<file path="src/rtl/core/sfc_div.sv">
`default_nettype none
module sfc_div #(
   parameter int NUM_W = 57
) (
   input  wire logic             clock,
   input  wire logic             reset,
   input  wire logic             start,
   input  wire logic [NUM_W-1:0] num,
   input  wire logic [34:0]      den,
   output      logic             done,
   output      logic [NUM_W-1:0] quo
);
   localparam int CW = $clog2(NUM_W + 1);

   logic [NUM_W-1:0] q_ff, q_in;
   logic [35:0]      r_ff, r_in;
   logic [CW-1:0]    cnt_ff, cnt_in;
   logic             run_ff, run_in;
   logic [35:0]      shr;

   // Restoring long division, one quotient bit per cycle.
   always_comb begin
      q_in   = q_ff;
      r_in   = r_ff;
      cnt_in = cnt_ff;
      run_in = run_ff;
      shr    = '0;
      done   = 1'b0;
      if (start) begin
         q_in   = num;
         r_in   = '0;
         cnt_in = CW'(NUM_W);
         run_in = 1'b1;
      end else if (run_ff) begin
         shr  = {r_ff[34:0], q_ff[NUM_W-1]};
         q_in = {q_ff[NUM_W-2:0], 1'b0};
         if (shr >= {1'b0, den}) begin
            r_in    = shr - {1'b0, den};
            q_in[0] = 1'b1;
         end else begin
            r_in = shr;
         end
         cnt_in = cnt_ff - CW'(1);
         if (cnt_ff == CW'(1)) begin
            run_in = 1'b0;
            done   = 1'b1;
         end
      end
   end

   always_ff @(posedge clock) begin
      if (reset) begin
         run_ff <= 1'b0;
      end else begin
         run_ff <= run_in;
      end
      q_ff   <= q_in;
      r_ff   <= r_in;
      cnt_ff <= cnt_in;
   end

   assign quo = q_in;
endmodule
`default_nettype wire

</file>
<file path="config.mk">
export PLATFORM = sky130hd
export DESIGN_NAME = sfc_div
export DESIGN_NICKNAME = d
export VERILOG_FILES = /design/src/rtl/core/sfc_div.sv
export SDC_FILE = /design/constraint.sdc
export NUM_CORES = 1
export LEC_CHECK = 0
export ABC_AREA = 1
export BUFFER_PORTS_ARGS = -buffer_cell sky130_fd_sc_hd__buf_2
export CORE_UTILIZATION = 45
export DETAILED_ROUTE_END_ITERATION = 6
export PLACE_DENSITY_LB_ADDON = 0.05
export SETUP_SLACK_MARGIN = 0.2
export SYNTH_ARGS = -nofsm -noshare
export SYNTH_HDL_FRONTEND = slang
export SYNTH_SLANG_ARGS = --single-unit
</file>
<file path="constraint.sdc">
create_clock -name clock -period 5.2 [get_ports clock]
set_input_delay 0.78 -clock clock [delete_from_list [all_inputs] [get_ports clock]]
set_output_delay 0.78 -clock clock [all_outputs]
set_load 0.02 [all_outputs]
</file>
==> results.cfg <==
[run_status]
status = complete, no violations

[clock_tree]
htreeDepth = 3
root_buffer = clkbuf_16
clk_pin_slew_ps = 70
cts_resized = 0
numClockSinks = 99
cts_setup_buffers = 0
hold_buffers = 0
cts_buffers = 9
cts_tree = done
worst_skew_pair.late_latency_ps = 360
clockBufferDepth = 2

[worst_setup_path]
cp.depth = 12
worstRegToRegCells = 15
path_cells = buf_2, ha_1, inv_1, fa_1, nand2_1, nand3_1, and2_1, nand3_2, nand4_4, nor2_4, o21ai_0, buf_2
criticalPathCategory = in -> out
crit_start = den[0]
crit_required_ps = 4420
path_buf_inv = 3
crit_end = quo[0]
critical_path.endpoint_type = output port
cpPeakStageDelay_ps = 450
critical-path-top-delay-family = simple AND/OR/NAND/NOR gates
start_kind = input port
critPathMostFrequentCell = buf_2
regToRegEndpoint = r_ff[5]
crit_slowest_cell = nand4_4
arrival_ps = 2990
cp_max_fo = 34
rrSetupSlack_ps = 2230
reg2reg_from = q_ff[56]

[global_routing]
antenna_found_initial = 0
groute.usage.overall_pct = 24.4
grt_pass1_wl_mm = 31.8
grt_pass1_vias = 6681
grt_overflow = 0
grt_start_max_net_pins = 92

[yosys]
syn-instance-count = 1168
syn_area_mm2 = 0.00693
synthTopCellsByCount = nand2_1 (378), inv_1 (163), nor2_1 (130)
syn_avg_cell_area_um2 = 5.94
ys_warn_count = 0
yosysMostFrequentCell = nand2_1
yosysTopAreaCell = dfxtp_1
syn-num-nets = 1301
async_flop_share_pct = 0
synth_seq_area_share_pct = 28.6
synth-edff-count = 0
synth_top_area_share_pct = 28.6
ys_ff_latch = 99
ys_top_cells_by_area = dfxtp_1 (29%), nand2_1 (20%), o21ai_0 (9.0%)
synth.distinct_cells = 36
yosys_most_used_dff = dfxtp_1

[sta]
post-route-min-period_ps = 3770
maxSlewViolCount = 0
finClkSkew_ps = 6.58
hold_slack_ps = 486
finalSetupViolCount = 0
fin_crit_sh_pct = 72.5
max_freq_ghz = 0.265
worst_slew_pin_slew_ps = 959
rsz0062_at_grt = no
fin_tns_setup_ps = 0
hold_viol_final = 0
max_slew_margin_pct = 36.0

[run]
maxCapViolCount = 0

[floorplanning]
num_rows = 45
die_area_mm2 = 0.0159
io_pins = 153
start_util_pct = 45.8
die_x_um = 126
core_area_mm2 = 0.0151
die_y_um = 126

[drt]
drcViolationCount = 0
drtIter0Drc = 439
final_antenna_net_count = 0
finalWirelength_mm = 19.2
vias = 7407
drt_pass1_iterations = 5
via_per_inst = 4.98
wl_per_cell_um = 12.9

[placed_design]
place_congestion = 0.992
place.detailed.hpwl_mm = 14.1
portBuffers = 152

[final_layout]
multi_input_area_mm2 = 0.00413
final_nets = 1428
syn_to_final_growth_pct = 16.8
diodes = 0
seq_area_mm2 = 0.00198
drive_gt1_share_pct = 15.3
nFillCells = 1629

[power_and_ir_drop]
power_density_mw_per_mm2 = 238
irDropWorstVdd_uv = 184
leakagePower_nw = 4.39
post-layout-total-power_mw = 1.93

[worst_hold_path]
hold_path.class = reg -> reg
==> layout make-up <==
class	count	share of cell area [%]
inverters	168	7.78
flip-flops and latches	99	24.5
well taps	188	2.90
clock buffers	10	2.95
repair buffers	158	9.95
clock inverters	6	0.896
multi-input cells	859	51.0
==> stage by stage <==
stage          setup slack [ps]  instance area, um^2  utilization (%)  std cells
2_1_floorplan              1800                 6930                -       1168
5_1_grt                    1210                 8100             53.5       1488
6_report                   1430                 8100             53.5       1488
3_5_place_dp               1360                 7790             51.4       1472
3_3_place_gp               1440                 7790             51.4       1472
4_1_cts                    1370                 8100             53.5       1488
==> worst register-to-register path, stage by stage (launching register included) <==
cell and delay, ps:
dfxtp_1 310, inv_1 90, ha_1 150, inv_1 70
fa_1 420, nand2_1 90, nand3_1 100, and2_1 200
nand3_2 110, nand4_4 450, nor2_4 230, buf_4 320
inv_2 130, nor2_1 110, nor2_1 50, nor2_1 70
==> placed cells by master, fill, tap and decap left out, drive strengths merged, types with 4 or more instances in the layout <==
cell type	instances
a21oi	43
a31oi	13
and2	5
buf	158
clkbuf	10
dfxtp	99
ha	37
inv	170
nand2	383
nand3	70
nand4	7
nor2	137
nor3	5
o21ai	129
o21bai	4
xnor2	5
xor2	12
==> worst min path at each step <==
stage | startpoint | endpoint | slack, ps | cells after the start
finish | r_ff[34] | r_ff[34] | 490 | 2
global route | r_ff[27] | r_ff[27] | 510 | 2
CTS | r_ff[34] | r_ff[34] | 490 | 2
detailed placement | cnt_ff[2] | cnt_ff[2] | 470 | 1
global placement | cnt_ff[2] | cnt_ff[2] | 470 | 1
floorplan | cnt_ff[2] | cnt_ff[2] | 440 | 1
==> logic make-up after synthesis <==
logic type	count (synthesis)	share of synthesized area (%)
and+or+nand+nor	612	36.0
buffers and inverters	210	11.8
AOI/OAI and AO/OA	192	14.5
DFF	99	28.6
adders and majority gates	38	6.97
xor gates and xnor gates	17	2.15
==> layer usage <==
layer,vias to the layer above,wire length (um),GRT usage (%)
met2,190,8420,39.1
met4,0,412,7.51
met1,3268,9350,33.4
met5,-,0,0
met3,32,985,4.12
li1,3917,-,-
==> power breakdown <==
| group | internal (mW) | total (mW) | switching, mW |
|---|---|---|---|
| sequential | 0.812 | 0.837 | 0.0248 |
| combinational | 0.126 | 0.377 | 0.252 |
| clock | 0.393 | 0.716 | 0.324 |
| total | 1.33 | 1.93 | 0.600 |
==> state kept, by name, summed over array words and instances, names as in the netlist <==
name	flops
r_ff	35
cnt_ff	6
q_ff	57
run_ff	1
Power figures use the tool's default switching activity.
