File: config.mk
export PLATFORM = sky130hd
export DESIGN_NAME = sfc_ram
export DESIGN_NICKNAME = d
export VERILOG_FILES = /design/src/rtl/core/sfc_ram.sv
export SDC_FILE = /design/constraint.sdc
export NUM_CORES = 1
export LEC_CHECK = 0
export BUFFER_PORTS_ARGS = -buffer_cell sky130_fd_sc_hd__buf_2
export CORE_AREA = 8 8 176 195
export CTS_CLUSTER_SIZE = 14
export DETAILED_ROUTE_END_ITERATION = 10
export DIE_AREA = 0 0 184 203
export PLACE_DENSITY = 0.82
export SYNTH_ARGS = -nofsm -noshare
export SYNTH_HDL_FRONTEND = slang
export SYNTH_SLANG_ARGS = --single-unit
File: constraint.sdc
create_clock -name clock -period 9.6 [get_ports clock]
set_input_delay 0 -clock clock [delete_from_list [all_inputs] [get_ports clock]]
set_output_delay 0 -clock clock [all_outputs]
set_load 0.01 [all_outputs]
File: src/rtl/core/sfc_ram.sv
`default_nettype none
module sfc_ram #(
   parameter int WIDTH = 32,
   parameter int DEPTH = 16
) (
   input  wire logic                     clock,
   input  wire logic                     wr_en,
   input  wire logic [$clog2(DEPTH)-1:0] wr_addr,
   input  wire logic [WIDTH-1:0]         wr_data,
   input  wire logic [$clog2(DEPTH)-1:0] rd_addr,
   output      logic [WIDTH-1:0]         rd_data
);
   logic [WIDTH-1:0] mem [DEPTH];

   always_ff @(posedge clock) begin
      if (wr_en) begin
         mem[wr_addr] <= wr_data;
      end
      rd_data <= mem[rd_addr];
   end
endmodule
`default_nettype wire

==> key figures, run 1 <==
Worst setup path
  • Arrival time worst endpoint: 3.02 ns
  • Worst setup startpoint: rd_addr[0]
  • Reg2Reg Depth: 3
  • CP Max Fanout: 53
  • Critical path class: input pin to flip-flop
  • Crit path required time: 10.03 ns
  • CP Capture Type: flip-flop
  • FF-to-FF setup slack: 8.17 ns
  • Critical path launch point type: input pin
  • Reg2Reg Launch Point: mem[11][4]

Yosys
  • Unique cell type count in the Yosys netlist: 18
  • Post-synth top area cell: edfxtp_1
  • Synthesized area: 19900 µm²
  • Sequential share of the synthesized area: 0.807
  • Yosys warnings: 0
  • Register bit count reported by yosys: 544
  • Post-synthesis net count: 880
  • Largest cells by area after synthesis: edfxtp_1 (77%), mux4_2 (15%), dfxtp_1 (3.2%)
  • Syn Inst Count: 838
  • Top cell type's share of synthesized area: 0.774
  • Avg Cell Area, Syn: 23.7 µm²

Placed design
  • DP Area: 20800 µm²
  • DPL Wire Length: 20200 µm
  • Buffers on Ports: 73
  • RD Place Congestion: 0.722
  • Place WS: 6.29 ns

CTS
  • Skew-Pair Late Insertion Delay: 0.57 ns
  • H-tree depth: 2
  • Clock sinks: 544
  • CTS clk-pin slew, worst paths: 0.06 ns
  • Root Driver: clkbuf_16
  • TritonCTS Buffers: 49
  • Clock Path Buffers: 3
  • CTS tree: done
  • Post_cts resized: 0

GRT
  • Initial antenna violation count: 0
  • Largest net degree at the start of global routing: 78
  • Total Routing Usage GR: 0.240
  • Total gr overflow: 0
  • First-pass GRT wire length: 64600 µm
  • GRT met1 Usage: 0.329
  • Most Crowded Layer GR: met2
  • Vias in the first global route: 9983
  • M3 GR Usage: 0.0449
  • Met2 Resource Use GR: 0.390

Floorplanning
  • Total die area: 37400 µm²
  • Area of the core: 31000 µm²
  • Rows: 68
  • Ports: 74
  • Die H: 203 µm
  • Initial core utilization: 0.641
  • DIE WIDTH: 184 µm

STA
  • Worst setup margin: 7.02 ns
  • TNS Setup: 0 ns
  • Relative slew slack: 0.274
  • Final period utilization: 0.269
  • FMAX: 0.387 GHz
  • Setup Skew: 0.0109 ns
  • RSZ-0062 raised after global routing: false
  • Slew @ Worst Pin: 1.09 ns
  • Tmin final: 2.58 ns
  • Max Slew Vio Count: 0
  • Fin. Hold Viols: 0
  • Finish-stage setup viols: 0

Pwr
  • Seq pwr share: 0.550
  • Comb pwr share: 0.050
  • Switching power: 975 µW
  • Clk pwr share: 0.400
  • Worst IR drop on VDD: 0.144 mV
  • Power Density: 214 nW/µm²
  • Static leakage: 0.00737 µW
  • Sw frac: 0.200
  • Cell internal pwr: 3890 µW

Route
  • Final ANT Viol Nets: 0
  • Via Count: 9509
  • DR vias/cell: 6.63
  • DR WL/cell: 30.7 µm
  • DRC: 0
  • Final WL: 44000 µm
  • Detailed router's first-iteration violation count: 1204
  • Drt first pass iters: 5

Layout
  • Share of cells above drive strength 1: 0.309
  • Final nets: 1016
  • Design area: 22800 µm²
  • Core Util, Final: 0.735
  • P&R area growth vs syn: 14.7%

Run status
  • Status: completed

Hold path
  • Hold path depth: 3
  • Hold Startpoint: wr_addr[0]
  • Hold Path Class: input pin to flip-flop

Job
  • Maxcap violations: 0
## cells in the final DEF, fill, tap and decap left out, drive strengths merged
cell type and instances:
diode 1, mux4 128, nand3b 2, clkinv 14, and2 1, nor3 4, or3b 1, dfxtp 32
a22oi 64, inv 1, nand3 1, edfxtp 512, clkbuf 73, nor2b 2, nand2 33, bufinv 4
dlygate4sd3 32, nand2b 2, nor2 13, buf 95
## power groups by stage
stage               Sequential [µW]  Clock [µW]  Combinational [µW]
finish                         2670        1950                 245
global route                   2680        2050                 262
CTS                            2670        1970                 246
detailed placement             2720           0                 230
global placement               2720           0                 222
floorplan                      2730           0                 127
## registers in the layout, summed over array words and instances, names as in the netlist
name     cells
mem        512
rd_data     32
## critical path, stage by stage
cell      delay (ns)
clkbuf_8        0.39
buf_4           0.87
buf_4           0.76
mux4_2          0.60
a22oi_1         0.25
nand2_1         0.10
## timing repair
item	CTS	global route
endpoints found under the hold margin	512	0
hold buffers	32	0
setup buffers	0	0
## layout make-up
| type | instances | area [µm²] |
|---|---|---|
| Clock inverter | 19 | 188 |
| Sequential cell | 544 | 16000 |
| Multi-Input combinational cell | 251 | 3750 |
| Antenna cell | 1 | 2.50 |
| Timing Repair Buffer | 128 | 870 |
| Tap cell | 420 | 526 |
| Clock buffer | 72 | 1430 |
| Fill cell | 1640 | 8190 |
## metrics by stage
step | total power (µW) | hold slack [ns] | std cells
after floorplan | 2850 | 0.0989 | 838
after global placement | 2940 | 0.362 | 1311
after detailed placement | 2950 | 0.367 | 1311
after CTS | 4890 | 0.0878 | 1434
after global routing | 4990 | 0.113 | 1434
final | 4870 | 0.111 | 1435
## layer usage
layer	routed length, µm	vias to the layer above
met5	0	-
li1	-	3849
met3	4840	95
met4	1200	0
met1	16000	4905
met2	21900	660
## synthesized netlist by cell type
library cell,n
buf_1,9
nand3_1,1
edfxtp_1,512
nand2_1,33
dfxtp_1,32
clkbuf_1,17
or3b_2,1
nand3b_1,2
buf_4,11
buf_2,4
nor2b_1,2
buf_6,2
nand2b_1,2
nor2_1,13
a22oi_1,64
and2_1,1
nor3_1,4
mux4_2,128
## cell families (layout without fill, tap and decap cells)
| group | Yosys count | in the layout | synth area share |
|---|---|---|---|
| AO/OA/AOI/OAI | 64 | 64 | 0.0242 |
| buffers and inverters | 43 | 219 | 0.0112 |
| flip-flops | 544 | 544 | 0.807 |
| multiplexers | 128 | 128 | 0.145 |
| other | 0 | 1 | 0 |
| AND/OR/NAND/NOR | 59 | 59 | 0.0127 |
## final timing paths
kind	endpoint
setup / recovery	rd_data[16]
hold / removal	mem[8][31]
setup reg to reg	rd_data[4]
hold reg to reg	rd_data[6]
Note: power is estimated with default switching activity, not from simulation.
==> run 2: changes to the inputs <==
==> config.mk (replaced) <==
export PLATFORM = sky130hd
export DESIGN_NAME = sfc_ram
export DESIGN_NICKNAME = d
export VERILOG_FILES = /design/src/rtl/core/sfc_ram.sv
export SDC_FILE = /design/constraint.sdc
export NUM_CORES = 1
export LEC_CHECK = 0
export ABC_AREA = 1
export BUFFER_PORTS_ARGS = -buffer_cell sky130_fd_sc_hd__buf_2
export CORE_AREA = 8 8 202 223
export CTS_CLUSTER_SIZE = 14
export DETAILED_ROUTE_END_ITERATION = 10
export DIE_AREA = 0 0 210 231
export PLACE_DENSITY = 0.75
export SYNTH_ARGS = -nofsm -noshare
export SYNTH_HDL_FRONTEND = slang
export SYNTH_SLANG_ARGS = --single-unit
==> constraint.sdc (replaced) <==
create_clock -name clock -period 2.1 [get_ports clock]
set_input_delay 0 -clock clock [delete_from_list [all_inputs] [get_ports clock]]
set_output_delay 0 -clock clock [all_outputs]
set_load 0.01 [all_outputs]
==> run 2 against run 1 <==
Against the previous run: clock skew rose by 0.0012 ns; routed wire length up 20%; critical path depth is 1 higher; count of clock-buffer cells in the layout is 1 lower; setup slack worse by 6.2 ns; clock power rose to 4.9 times the previous value; area after synthesis rose by 14%; cell count up 96%; critical endpoint is now rd_data[2]; first-iteration DRC count grew 29%; global-route usage fell by 2.4 points; largest cell class unchanged; non-clock buffer count is 17 higher; highest routed layer unchanged; via count is 59% higher.
==> key figures, run 2 <==
Worst setup path
  • CP peak stage delay: 0.53 ns (-0.34 ns)
  • Arrival time worst endpoint: 1.71 ns (-1.31 ns)
  • Critical path launch point type: input pin
  • CP dominant cell by count: nand3_1
  • Critical path class: input pin to flip-flop
  • Crit path required time: 2.55 ns (-7.48 ns)
  • Worst-path cell chain: dlygate4sd3_1, buf_2, inv_2, buf_12, nand3_1, nand3_1, nand2_1
  • CP Max Fanout: 58 (+9.4%)
  • CP max stage cell: dlygate4sd3_1
  • CP Capture Type: flip-flop

CTS
  • H-tree depth: 2 (unchanged)
  • Clock sinks: 544 (unchanged)
  • CTS clk-pin slew, worst paths: 0.06 ns (about the same)
  • Postcts setup bufs: 0 (unchanged)
  • Clock Path Buffers: 3 (unchanged)
  • CTS tree: done
  • Skew-Pair Late Insertion Delay: 0.57 ns (about the same)
  • Post-CTS Hold Buffers: 33 (+3.1%)
  • Root Driver: clkbuf_16
  • TritonCTS Buffers: 51 (+4.1%)
  • Post_cts resized: 0 (unchanged)

Yosys
  • Async S/R FF share, synth: 0 (unchanged)
  • Post-synthesis net count: 2162 (+150%)
  • Count leader, synth: nand2_1
  • Commonest cells in the netlist: nand2_1 (677), edfxtp_1 (512), inv_1 (388), nand3_1 (385), buf_2 (41)
  • Avg Cell Area, Syn: 10.7 µm² (-55%)
  • Sequential share of the synthesized area: 0.705 (-0.102)
  • Post-synth EDFFs: 512 (unchanged)
  • Yosys warnings: 0 (unchanged)
  • Post-synth top area cell: edfxtp_1
  • Register bit count reported by yosys: 544 (unchanged)
  • Synthesized area: 22700 µm² (+14%)
  • Largest cells by area after synthesis: edfxtp_1 (68%), nand2_1 (11%), nand3_1 (8.5%)
  • Top cell type's share of synthesized area: 0.676 (-0.0980)
  • Syn Inst Count: 2120 (+150%)
  • Unique cell type count in the Yosys netlist: 15 (-3)
  • Dominant synthesized flop cell: edfxtp_1

STA
  • Tmin final: 1.25 ns
  • Finish-stage setup viols: 0 (unchanged)
  • Final period utilization: 0.596
  • RSZ-0062 raised after global routing: false
  • TNS Setup: 0 ns (unchanged)
  • Setup Skew: 0.0121 ns (+0.00120 ns)
  • Fin. Hold Viols: 0 (unchanged)
  • Relative slew slack: 0.566 (+0.293)
  • Max Slew Vio Count: 0 (unchanged)
  • WHS: 0.108 ns (-0.00338 ns)
  • FMAX: 0.798 GHz
  • Slew @ Worst Pin: 0.650 ns (-0.439 ns)

GRT
  • Total Routing Usage GR: 0.216 (-0.0238)
  • Initial antenna violation count: 0 (unchanged)
  • Total gr overflow: 0 (unchanged)
  • First-pass GRT wire length: 82300 µm (+27%)
  • Vias in the first global route: 15176 (+52%)
  • Largest net degree at the start of global routing: 122 (+56%)

Route
  • DRC: 0 (unchanged)
  • Detailed router's first-iteration violation count: 1554 (+29%)
  • DR WL/cell: 18.7 µm (-39%)
  • Via Count: 15103 (+59%)
  • Drt first pass iters: 6 (+1)
  • Final ANT Viol Nets: 0 (unchanged)
  • DR vias/cell: 5.37 (-19%)
  • Final WL: 52600 µm (+20%)

Layout
  • P&R area growth vs syn: 13.8%
  • Largest register FFs: 512 (unchanged)
  • Most frequent cells in the layout: nand2_1 (677), edfxtp_1 (512), inv_1 (386)
  • Biggest register: mem
  • Final nets: 2255 (+120%)
  • Top Registers: mem (512), rd_data (32)
  • Share of cells above drive strength 1: 0.0927 (-0.216)
  • Commonest non-fill, non-tap cell in the layout: nand2_1
  • Ant. Diodes: 0 (-1)

Floorplanning
  • Rows: 78 (+15%)
  • Initial core utilization: 0.553 (-0.0878)
  • DIE WIDTH: 210 µm (+14%)
  • Total die area: 48500 µm² (+30%)
  • Ports: 74 (unchanged)
  • Area of the core: 41100 µm² (+33%)
  • Die H: 231 µm (+14%)

Pwr
  • Comb pwr share: 0.063 (+0.013)
  • Sw frac: 0.210 (+0.00987)
  • Seq pwr share: 0.523 (-0.027)
  • Static leakage: 0.0110 µW (+50%)
  • Clk pwr share: 0.413 (+0.013)
  • Power Density: 902 nW/µm² (+320%)
  • Cell internal pwr: 18400 µW (+370%)
  • Switching power: 4910 µW (+400%)
  • Worst IR drop on VDD: 0.616 mV (+330%)

Placed design
  • DPL Wire Length: 27900 µm (+38%)
  • Buffers on Ports: 73 (unchanged)
  • RD Place Congestion: 0.816 (+13%)

Job
  • Maxcap violations: 0 (unchanged)

Run status
  • Status: completed

Hold path
  • Hold Path Class: input pin to flip-flop
-- run 2: cell count changes in the layout (fill, tap and decap cells not counted), moves of 3 or more --
cell,previous run,this run
a22oi_1,64,0
buf_12,0,18
bufinv_16,4,8
clkbuf_1,14,11
clkinv_2,5,8
inv_1,0,386
mux4_2,128,0
nand2_1,33,677
nand3_1,1,385
nor2_4,13,16
nor3_2,4,0
-- run 2: logic make-up after synthesis --
logic type	Yosys count	synth area share
and+or+nand+nor	1081	0.200
DFF	544	0.705
buffers and inverters	495	0.0954
-- run 2: layout make-up --
type                    instances  area, µm²
fillers                      3030      15200
repair buffers                145       1220
clock inverters                24        318
flip-flops and latches        544      16000
inverters                     390       1470
clock buffers                  71       1460
well taps                     560        701
multi-input cells            1081       4670
-- run 2: per-layer routing --
layer / global-route usage / wire length, µm / vias to the layer above
met1: 0.272 / 20600 / 7271
met5: 0 / 0 / -
met2: 0.369 / 26000 / 676
li1: - / - / 7017
met4: 0.0901 / 1890 / 0
met3: 0.0365 / 4100 / 139
-- run 2: stage by stage --
stage	util	cell area, µm²	cells	setup slack [ns]	total power (µW)
floorplan	-	22700	2120	0.107	13300
global placement	0.578	23700	2687	0.502	13800
detailed placement	0.578	23700	2687	0.467	13900
CTS	0.629	25900	2815	0.855	23400
global route	0.629	25900	2815	0.796	24000
finish	0.629	25900	2815	0.847	23300
-- run 2: critical path: cells and delay by family --
family | cells | cell delay, ns
buf+inv | 4 | 1.25
simple gates | 3 | 0.41
-- run 2: power by group through the flow --
stage,registers [µW],clock network [µW],logic [µW]
final,12200,9640,1480
after global routing,12200,10100,1630
after CTS,12200,9750,1480
after detailed placement,12400,0,1420
after global placement,12400,0,1380
after floorplan,12500,0,828
-- run 2: worst paths after layout --
| check | from | endpoint | slack, ns | depth (start not counted) |
|---|---|---|---|---|
| max | rd_addr[2] | rd_data[2] | 0.85 | 7 |
| min | rd_addr[3] | rd_data[30] | 0.11 | 4 |
| min reg2reg | mem[11][21] | rd_data[21] | 0.67 | 6 |
| max reg2reg | mem[3][4] | rd_data[4] | 1.01 | 6 |
