**config.mk**
```make
export PLATFORM = sky130hd
export DESIGN_NAME = sfc_sqrt
export DESIGN_NICKNAME = d
export VERILOG_FILES = /design/src/rtl/core/sfc_sqrt.sv
export SDC_FILE = /design/constraint.sdc
export NUM_CORES = 1
export LEC_CHECK = 0
export BUFFER_PORTS_ARGS = -buffer_cell sky130_fd_sc_hd__buf_2
export CORE_MARGIN = 3
export CORE_UTILIZATION = 49
export DETAILED_ROUTE_END_ITERATION = 12
export PLACE_DENSITY = 0.67
export RECOVER_POWER = 50
export SYNTH_ARGS = -nofsm -noshare
export SYNTH_HDL_FRONTEND = slang
export SYNTH_SLANG_ARGS = --single-unit
```
**constraint.sdc**
```tcl
create_clock -name clock -period 9.8 [get_ports clock]
set_clock_uncertainty 0.05 [all_clocks]
set_input_delay 1.47 -clock clock [delete_from_list [all_inputs] [get_ports clock]]
set_output_delay 1.47 -clock clock [all_outputs]
set_load 0.02 [all_outputs]
```
**src/rtl/core/sfc_sqrt.sv**
```systemverilog
`default_nettype none
module sfc_sqrt (
   input  wire logic        clock,
   input  wire logic        reset,
   input  wire logic        start,
   input  wire logic [67:0] value,
   output      logic        done,
   output      logic [34:0] root
);
   logic [67:0] rem_ff,  rem_in;
   logic [34:0] root_ff, root_in;
   logic [5:0]  cnt_ff,  cnt_in;
   logic        run_ff,  run_in;
   logic [69:0] trial;
   logic [69:0] remw;

   // Restoring digit-by-digit root, one result bit per cycle.
   always_comb begin
      rem_in  = rem_ff;
      root_in = root_ff;
      cnt_in  = cnt_ff;
      run_in  = run_ff;
      remw    = '0;
      trial   = '0;
      done    = 1'b0;
      if (start) begin
         rem_in  = value;
         root_in = '0;
         cnt_in  = 6'd34;
         run_in  = 1'b1;
      end else if (run_ff) begin
         remw  = {2'b00, rem_ff};
         trial = ({35'd0, root_ff} << (cnt_ff + 6'd1)) | (70'd1 << {cnt_ff, 1'b0});
         if (trial <= remw) begin
            rem_in  = 68'(remw - trial);
            root_in = root_ff | (35'd1 << cnt_ff);
         end
         if (cnt_ff == 6'd0) begin
            run_in = 1'b0;
            done   = 1'b1;
         end else begin
            cnt_in = cnt_ff - 6'd1;
         end
      end
   end

   always_ff @(posedge clock) begin
      if (reset) begin
         run_ff <= 1'b0;
      end else begin
         run_ff <= run_in;
      end
      rem_ff  <= rem_in;
      root_ff <= root_in;
      cnt_ff  <= cnt_in;
   end

   assign root = root_in;
endmodule
`default_nettype wire

```
==> results of run 1 <==
## cell usage in the layout, fill, tap and decap left out, types with 17 or more instances in the layout
cell type,synthesis,layout
o21ai_1,44,29
nand4_1,27,29
mux2i_1,33,33
a31oi_1,20,20
nor2_1,127,127
edfxtp_1,68,68
nor2b_1,21,21
nand2b_1,17,17
a211oi_1,20,20
ha_1,141,140
buf_2,29,104
o2bb2ai_1,25,25
nand3_1,34,34
a21oi_1,130,130
a21o_1,54,54
nand2_1,249,248
xnor2_1,37,34
o21ai_0,101,116
dfxtp_1,42,42
xor2_1,33,29
inv_1,149,148
mux4_2,17,17
nor3_1,17,17
o21bai_1,19,20
## layout make-up
cell class / count / area (µm²)
Clock buffer: 9 / 225.2
Clock inverter: 7 / 86.33
Timing Repair Buffer: 124 / 648.1
Antenna cell: 1 / 2.502
Sequential cell: 110 / 2883
Multi-Input combinational cell: 1364 / 9278
Fill cell: 2606 / 12170
Inverter: 152 / 570.5
Tap cell: 335 / 419.2
## layer usage
layer	part of all wire [%]	routed length, µm	global-route usage, %
met1	45	20210	42.34
met2	43	19240	45.69
met3	8.3	3721	6.016
met4	3.5	1576	11.50
met5	0	0	0
## flip-flops by register name (all words and copies together), names as in the netlist
| register | cells |
|---|---|
| root_ff | 35 |
| rem_ff | 68 |
| cnt_ff | 6 |
| run_ff | 1 |
## worst max-delay path: cells and delay by family (launching register included)
| kind | cells | cell delay [ns] |
|---|---|---|
| flops | 1 | 0.34 |
| compound gates | 7 | 2.17 |
| buf+inv | 4 | 0.91 |
| simple gates | 8 | 1.54 |
| fa+ha+maj | 2 | 1.51 |
| mux | 2 | 0.70 |
## synth_stat cells (all sizes together) (10+ instances only)
cell type	n
o21a	16
a211oi	20
a31oi	21
nand3	35
a22oi	10
xnor2	37
and3	17
xor2	33
a21o	54
buf	41
dfxtp	42
nor3	17
nand4	31
or2	10
nand2b	17
edfxtp	68
ha	141
nor2	127
a21oi	130
inv	152
o21bai	21
mux4	17
mux2i	33
o21ai	146
nor2b	21
clkbuf	76
nand2	249
o2bb2ai	25
## power by group through the flow
| stage | Clock (µW) | Sequential (µW) | Combinational [µW] |
|---|---|---|---|
| CTS | 409 | 676 | 1570 |
| global placement | 0 | 683 | 1550 |
| global route | 423 | 686 | 1740 |
| finish | 402 | 677 | 1580 |
| detailed placement | 0 | 685 | 1560 |
| floorplan | 0 | 658 | 1200 |
## logic make-up after synthesis
| family | Yosys count | share of synthesized area, % |
|---|---|---|
| and+or+nand+nor | 561 | 19.63 |
| AOI/OAI and AO/OA | 536 | 26.52 |
| buffers and inverters | 269 | 8.180 |
| adders and majority gates | 142 | 13.47 |
| DFF | 110 | 21.76 |
| xor gates and xnor gates | 70 | 4.628 |
| muxes | 55 | 5.809 |
## through the flow
| step | util [%] | total power [µW] |
|---|---|---|
| detailed placement | 52.86 | 2245 |
| CTS | 54.04 | 2654 |
| global route | 53.69 | 2850 |
| floorplan | - | 1861 |
| global placement | 52.86 | 2230 |
| finish | 53.70 | 2659 |
## worst paths after layout
| check | start | end | slack [ns] | depth (start not counted) |
|---|---|---|---|---|
| setup / recovery | cnt_ff[0] | root[10] | 0.70 | 23 |
| hold / removal | root_ff[27] | root_ff[27] | 0.49 | 1 |
| setup reg to reg | cnt_ff[0] | rem_ff[31] | 1.94 | 23 |
| hold reg to reg | root_ff[27] | root_ff[27] | 0.49 | 1 |
==> impl_metrics.yaml, run 1 <==
run_status:
  outcome: "finished with violations"
  failed_checks: "capacitance limit, slew limit"
sta:
  unrepaired_setup_endpoints_after_global_routing: "no"
  final_min_period_over_clock_period_pct: 92.86
  finalCriticalPeriod_ns: 9.100
  max-slew-margin-rel_pct: -96.16
  fin_setup_tns_ns: 0
  hold_slack_ns: 0.4854
  timing_hold_violations_final: 0
  slew_violations: 171
  timing.fmax_mhz: 109.9
  worst_slew_pin_slew_ns: 2.942
  final_count_of_negative_setup_slack_endpoints: 0
  postLayoutSetupSlackWorst_ns: 0.7000
yosys:
  post_synth_main_area_contributors: "edfxtp_1 (15%), ha_1 (13%), nand2_1 (7.1%), dfxtp_1 (6.3%), a21oi_1 (4.9%)"
  synth-main-ff-cell: "edfxtp_1"
  synth_seq_area_share_pct: 21.76
  post_synth_inst_count: 1743
  post-synth-top-area-cell: "edfxtp_1"
  synth.ff_latch_count: 110
  postSynthAreaPerCell_um2: 7.600
  syn_nets: 1956
  yosys_warnings: 0
  synth_cell_type_count: 85
  number_of_enable_flip_flop_cells_after_synthesis: 68
  postSynth.asyncResetShare_pct: 0
  synth_top_cell_area_share_pct: 15.42
  synth_area_um2: 13250
critical_path:
  setup.worst_path.start_class: "register"
  critical-path-top-cell-by-count: "nand2_1"
  biggest_cell_delay_along_the_critical_path_ns: 1.15
  timing.critical_path.slowest_stage_cell: "ha_2"
  worstPathRequired_ns: 8.28
  classification_of_the_worst_setup_path: "register to primary output"
  max_fo_critical_path: 51
  cp-end-kind: "primary output"
  critical_path_cell_sequence: "inv_1 -> ha_2 -> mux2_1 -> mux2i_1 -> nor2_1 -> a21oi_1 -> nand2_1 -> nand2_1 -> o21ai_0 -> clkbuf_1 -> a221o_1 -> ha_1 -> and3_1 -> nand2_1 -> nor2_1 -> a2111oi_0 -> o221ai_1 -> or3_1 -> o21ai_1 -> buf_4 -> nand4_1 -> o2bb2ai_1 -> buf_2"
  cp_data_arrival_time_ns: 7.58
placement:
  buffer_ports.inserted: 106
  post-place-ws_ns: 1.426
  placed_cells_incl_taps: 2085
  dp_hpwl_mm: 35.49
  place.gp.congestion: 1.001
  dpl-instance-area_um2: 13890
floorplanning:
  die_y_um: 170.4
  fp.dieW_um: 170.4
  floorplan.initialDensity_pct: 50.40
  die-area_um2: 29040
  core_um2: 26280
  rows: 59
  boundaryPins: 107
global_routing:
  grt_pass1_wl_mm: 68.75
  largest_net_degree_at_the_start_of_global_routing: 69
  globalRoute.totalOverflow: 0
  grt_use_total_pct: 30.13
  grt_antenna_before_repair: 1
  grt_pass1_vias: 12180
power_and_ir_drop:
  ir_worst_vdd_uv: 134.3
  internal-power_uw: 1386
  power.switching_fraction_pct: 47.87
  clock_power_share_pct: 15.1
  leakagePower_uw: 0.006412
  share_seq_of_total_power_pct: 25.5
  total_switching_power_uw: 1273
  power.density_cell_area_nw_per_um2: 188.4
  comb_power_share_pct: 59.4
drt:
  detail-route-antenna-nets: 0
  route.vias.total: 12960
  drtPass1Iterations: 7
  detail_route.iter0.violations: 1053
  avgRoutedWirePerCell_um: 21.29
  wl_mm: 44.74
  detail_route.vias_per_cell: 6.167
  post-route-drc-count: 0
cts:
  ctsLongestPathBuffers: 2
  cts_resized: 0
  clkTransAtPathRegs_ns: 0.09
  cts-root-buf: "clkbuf_16"
  cts_tree: "built"
  clock_tree.htree_level_count: 3
  number_of_buffers_created_by_cts: 9
  cts.repair_timing.setup_buffer_count: 0
  clkSinkCount: 110
  clock_latency_ns: 0.38
  cts_hold_repair.buffers: 0
worst_hold_path:
  hold_path.class: "register to register"
layout:
  stdcell_area_um2: 14110
  nets: 1974
  final_layout_size_suffix_gt1_share_pct: 10.36
  layoutNonFillerInstCount: 2102
  area_delta_synth_final_pct: 6.536
job:
  max-cap-violations: 3
Power figures use the tool's default switching activity.
==> inputs of run 2 (changes only) <==
- ABC_AREA: not set -> 1
==> impl_metrics.yaml, run 2 <==
run_status:
  outcome: "finished with violations"
  failed_checks: "capacitance limit, slew limit"
cts:
  clkTransAtPathRegs_ns: 0.07
  ctsLongestPathBuffers: 2
  cts-root-buf: "clkbuf_16"
  clock_latency_ns: 0.40
  cts_resized: 0
  cts_hold_repair.buffers: 0
  number_of_buffers_created_by_cts: 9
  clock_tree.htree_level_count: 3
  cts_tree: "built"
  clkSinkCount: 110
  cts.repair_timing.setup_buffer_count: 0
yosys:
  number_of_enable_flip_flop_cells_after_synthesis: 68
  yosys_warnings: 0
  post-synth-top-area-cell: "nand2_1"
  postSynth.asyncResetShare_pct: 0
  syn_nets: 2584
  synth-main-ff-cell: "edfxtp_1"
  synth_seq_area_share_pct: 19.79
  synth_cell_type_count: 60
  synth.ff_latch_count: 110
  postSynthAreaPerCell_um2: 6.143
  post_synth_main_area_contributors: "nand2_1 (14%), edfxtp_1 (14%), ha_1 (12%), inv_1 (11%), nor2_1 (7.6%)"
  synthMostInstantiatedCell: "nand2_1"
  synth_top_cell_area_share_pct: 14.05
  netlist_top_cells_count: "nand2_1 (545), inv_1 (424), nor2_1 (295)"
  synth_area_um2: 14570
  post_synth_inst_count: 2371
layout:
  register_area_um2: 2885
  max_flop_register: "rem_ff"
  area_delta_synth_final_pct: 6.108
  nets: 2644
  layout.cells.most_common_list: "nand2_1 (544), inv_1 (425), nor2_1 (296)"
  multi_input_comb_area_um2: 9482
  final_common_cell: "nand2_1"
  reg_top3: "rem_ff: 68 flops, root_ff: 35 flops, cnt_ff: 6 flops"
  diodes: 0
  number_of_flip_flops_in_the_largest_register: 68
  final_layout_size_suffix_gt1_share_pct: 9.729
  fin_util_pct: 53.27
  n_fill_cell: 3133
critical_path:
  worst_setup_path_endpoint: "root[18]"
  biggest_cell_delay_along_the_critical_path_ns: 1.03
  reg2regPathDepth: 28
  rrSetupSlack_ns: 2.12
  cp_num_cells: 30
  critical_path.top_delay_family: "simple AND/OR/NAND/NOR gates"
  startpoint: "cnt_ff[0]"
  worstPathRequired_ns: 8.28
  setup.worst_path.start_class: "register"
  timing.critical_path.slowest_stage_cell: "xor2_1"
  classification_of_the_worst_setup_path: "register to primary output"
  r2r_start: "cnt_ff[0]"
  cp_data_arrival_time_ns: 7.26
  cp-end-kind: "primary output"
  critical_path_buf_inv_count: 5
  max_fo_critical_path: 28
  critical-path-top-cell-by-count: "nand2_1"
  timing.rr.end: "rem_ff[58]"
sta:
  unrepaired_setup_endpoints_after_global_routing: "no"
  worst_slew_pin_slew_ns: 3.193
  slew_violations: 132
  max-slew-margin-rel_pct: -112.9
  final_min_period_over_clock_period_pct: 89.62
  fin_setup_tns_ns: 0
  finalCriticalPeriod_ns: 8.782
  timing.fmax_mhz: 113.9
  timing_hold_violations_final: 0
  final_count_of_negative_setup_slack_endpoints: 0
placement:
  buffer_ports.inserted: 106
  place.gp.congestion: 1.065
  dp_hpwl_mm: 45.84
worst_hold_path:
  hold_path.class: "register to register"
  hold-path-cell-count: 2
power_and_ir_drop:
  ir_worst_vdd_uv: 107.2
  fin_total_pwr_uw: 3139
  power.density_cell_area_nw_per_um2: 203.1
  leakagePower_uw: 0.007354
global_routing:
  grt_pass1_wl_mm: 84.33
  grt_pass1_vias: 14590
  largest_net_degree_at_the_start_of_global_routing: 69
  grt_antenna_before_repair: 1
  globalRoute.totalOverflow: 0
  grt_use_total_pct: 34.72
floorplanning:
  rows: 62
  die-area_um2: 31830
  boundaryPins: 107
  floorplan.initialDensity_pct: 50.20
  die_y_um: 178.4
  fp.dieW_um: 178.4
  core_um2: 29010
drt:
  avgRoutedWirePerCell_um: 19.78
  route.vias.total: 15970
  detail-route-antenna-nets: 0
  post-route-drc-count: 0
  wl_mm: 55.79
  drtPass1Iterations: 6
  detail_route.iter0.violations: 1922
  detail_route.vias_per_cell: 5.664
job:
  max-cap-violations: 3
run 2: cell families after synthesis:
logic type                 share of synthesized area [%]
buffers and inverters                              14.32
AOI/OAI and AO/OA                                  19.96
and+or+nand+nor                                    31.76
xor gates and xnor gates                           1.435
muxes                                             0.4811
DFF                                                19.79
adders and majority gates                          12.25
run 2: how the worst min path moves through the flow:
stage | start | end | slack, ns
after global placement | root_ff[28] | root_ff[28] | 0.43
after detailed placement | root_ff[3] | root_ff[3] | 0.43
after CTS | root_ff[3] | root_ff[3] | 0.45
after global routing | root_ff[3] | root_ff[3] | 0.47
final | root_ff[4] | root_ff[4] | 0.45
after floorplan | root_ff[34] | root_ff[34] | 0.47
run 2: power by group:
group	switching (µW)	internal [µW]	leakage, µW
combinational	1420	641	0.00618
clock	207	207	0.000154
sequential	56.0	603	0.00102
total	1690	1450	0.00735
run 2: per-stage QoR:
step / instance area, µm² / worst slack, ns / instances / hold slack [ns]
after floorplan: 14570 / 3.853 / 2371 / 0.4661
after global placement: 15290 / 2.117 / 2804 / 0.4303
after global routing: 15450 / 0.5784 / 2820 / 0.4683
after detailed placement: 15290 / 2.045 / 2804 / 0.4346
final: 15450 / 1.018 / 2820 / 0.4471
after CTS: 15600 / 1.601 / 2820 / 0.4460
run 2: metal layers:
layer  GRT usage [%]  share of wire (%)  up-vias
met2           54.81                 44      796
met5               0              0.025        -
met1           49.02                 44     7344
met3           6.556                9.4       98
li1                -                  -     7733
met4           8.019                2.6        2
run 2: worst register-to-register path: cells and delay by family (launching register included):
family,cells,cell delay [ns]
and+or+nand+nor,21,3.13
DFF,1,0.56
buffers and inverters,3,0.80
AOI/OAI and AO/OA,1,0.70
xor gates and xnor gates,1,1.03
adders and majority gates,2,0.67
run 2: final cells by class:
class / instances / area share, %
Multi-Input combinational cell: 1749 / 61.35
Sequential cell: 110 / 18.67
Inverter: 435 / 10.57
Timing Repair Buffer: 126 / 4.291
Tap cell: 384 / 3.109
Clock buffer: 12 / 1.805
Clock inverter: 4 / 0.2105
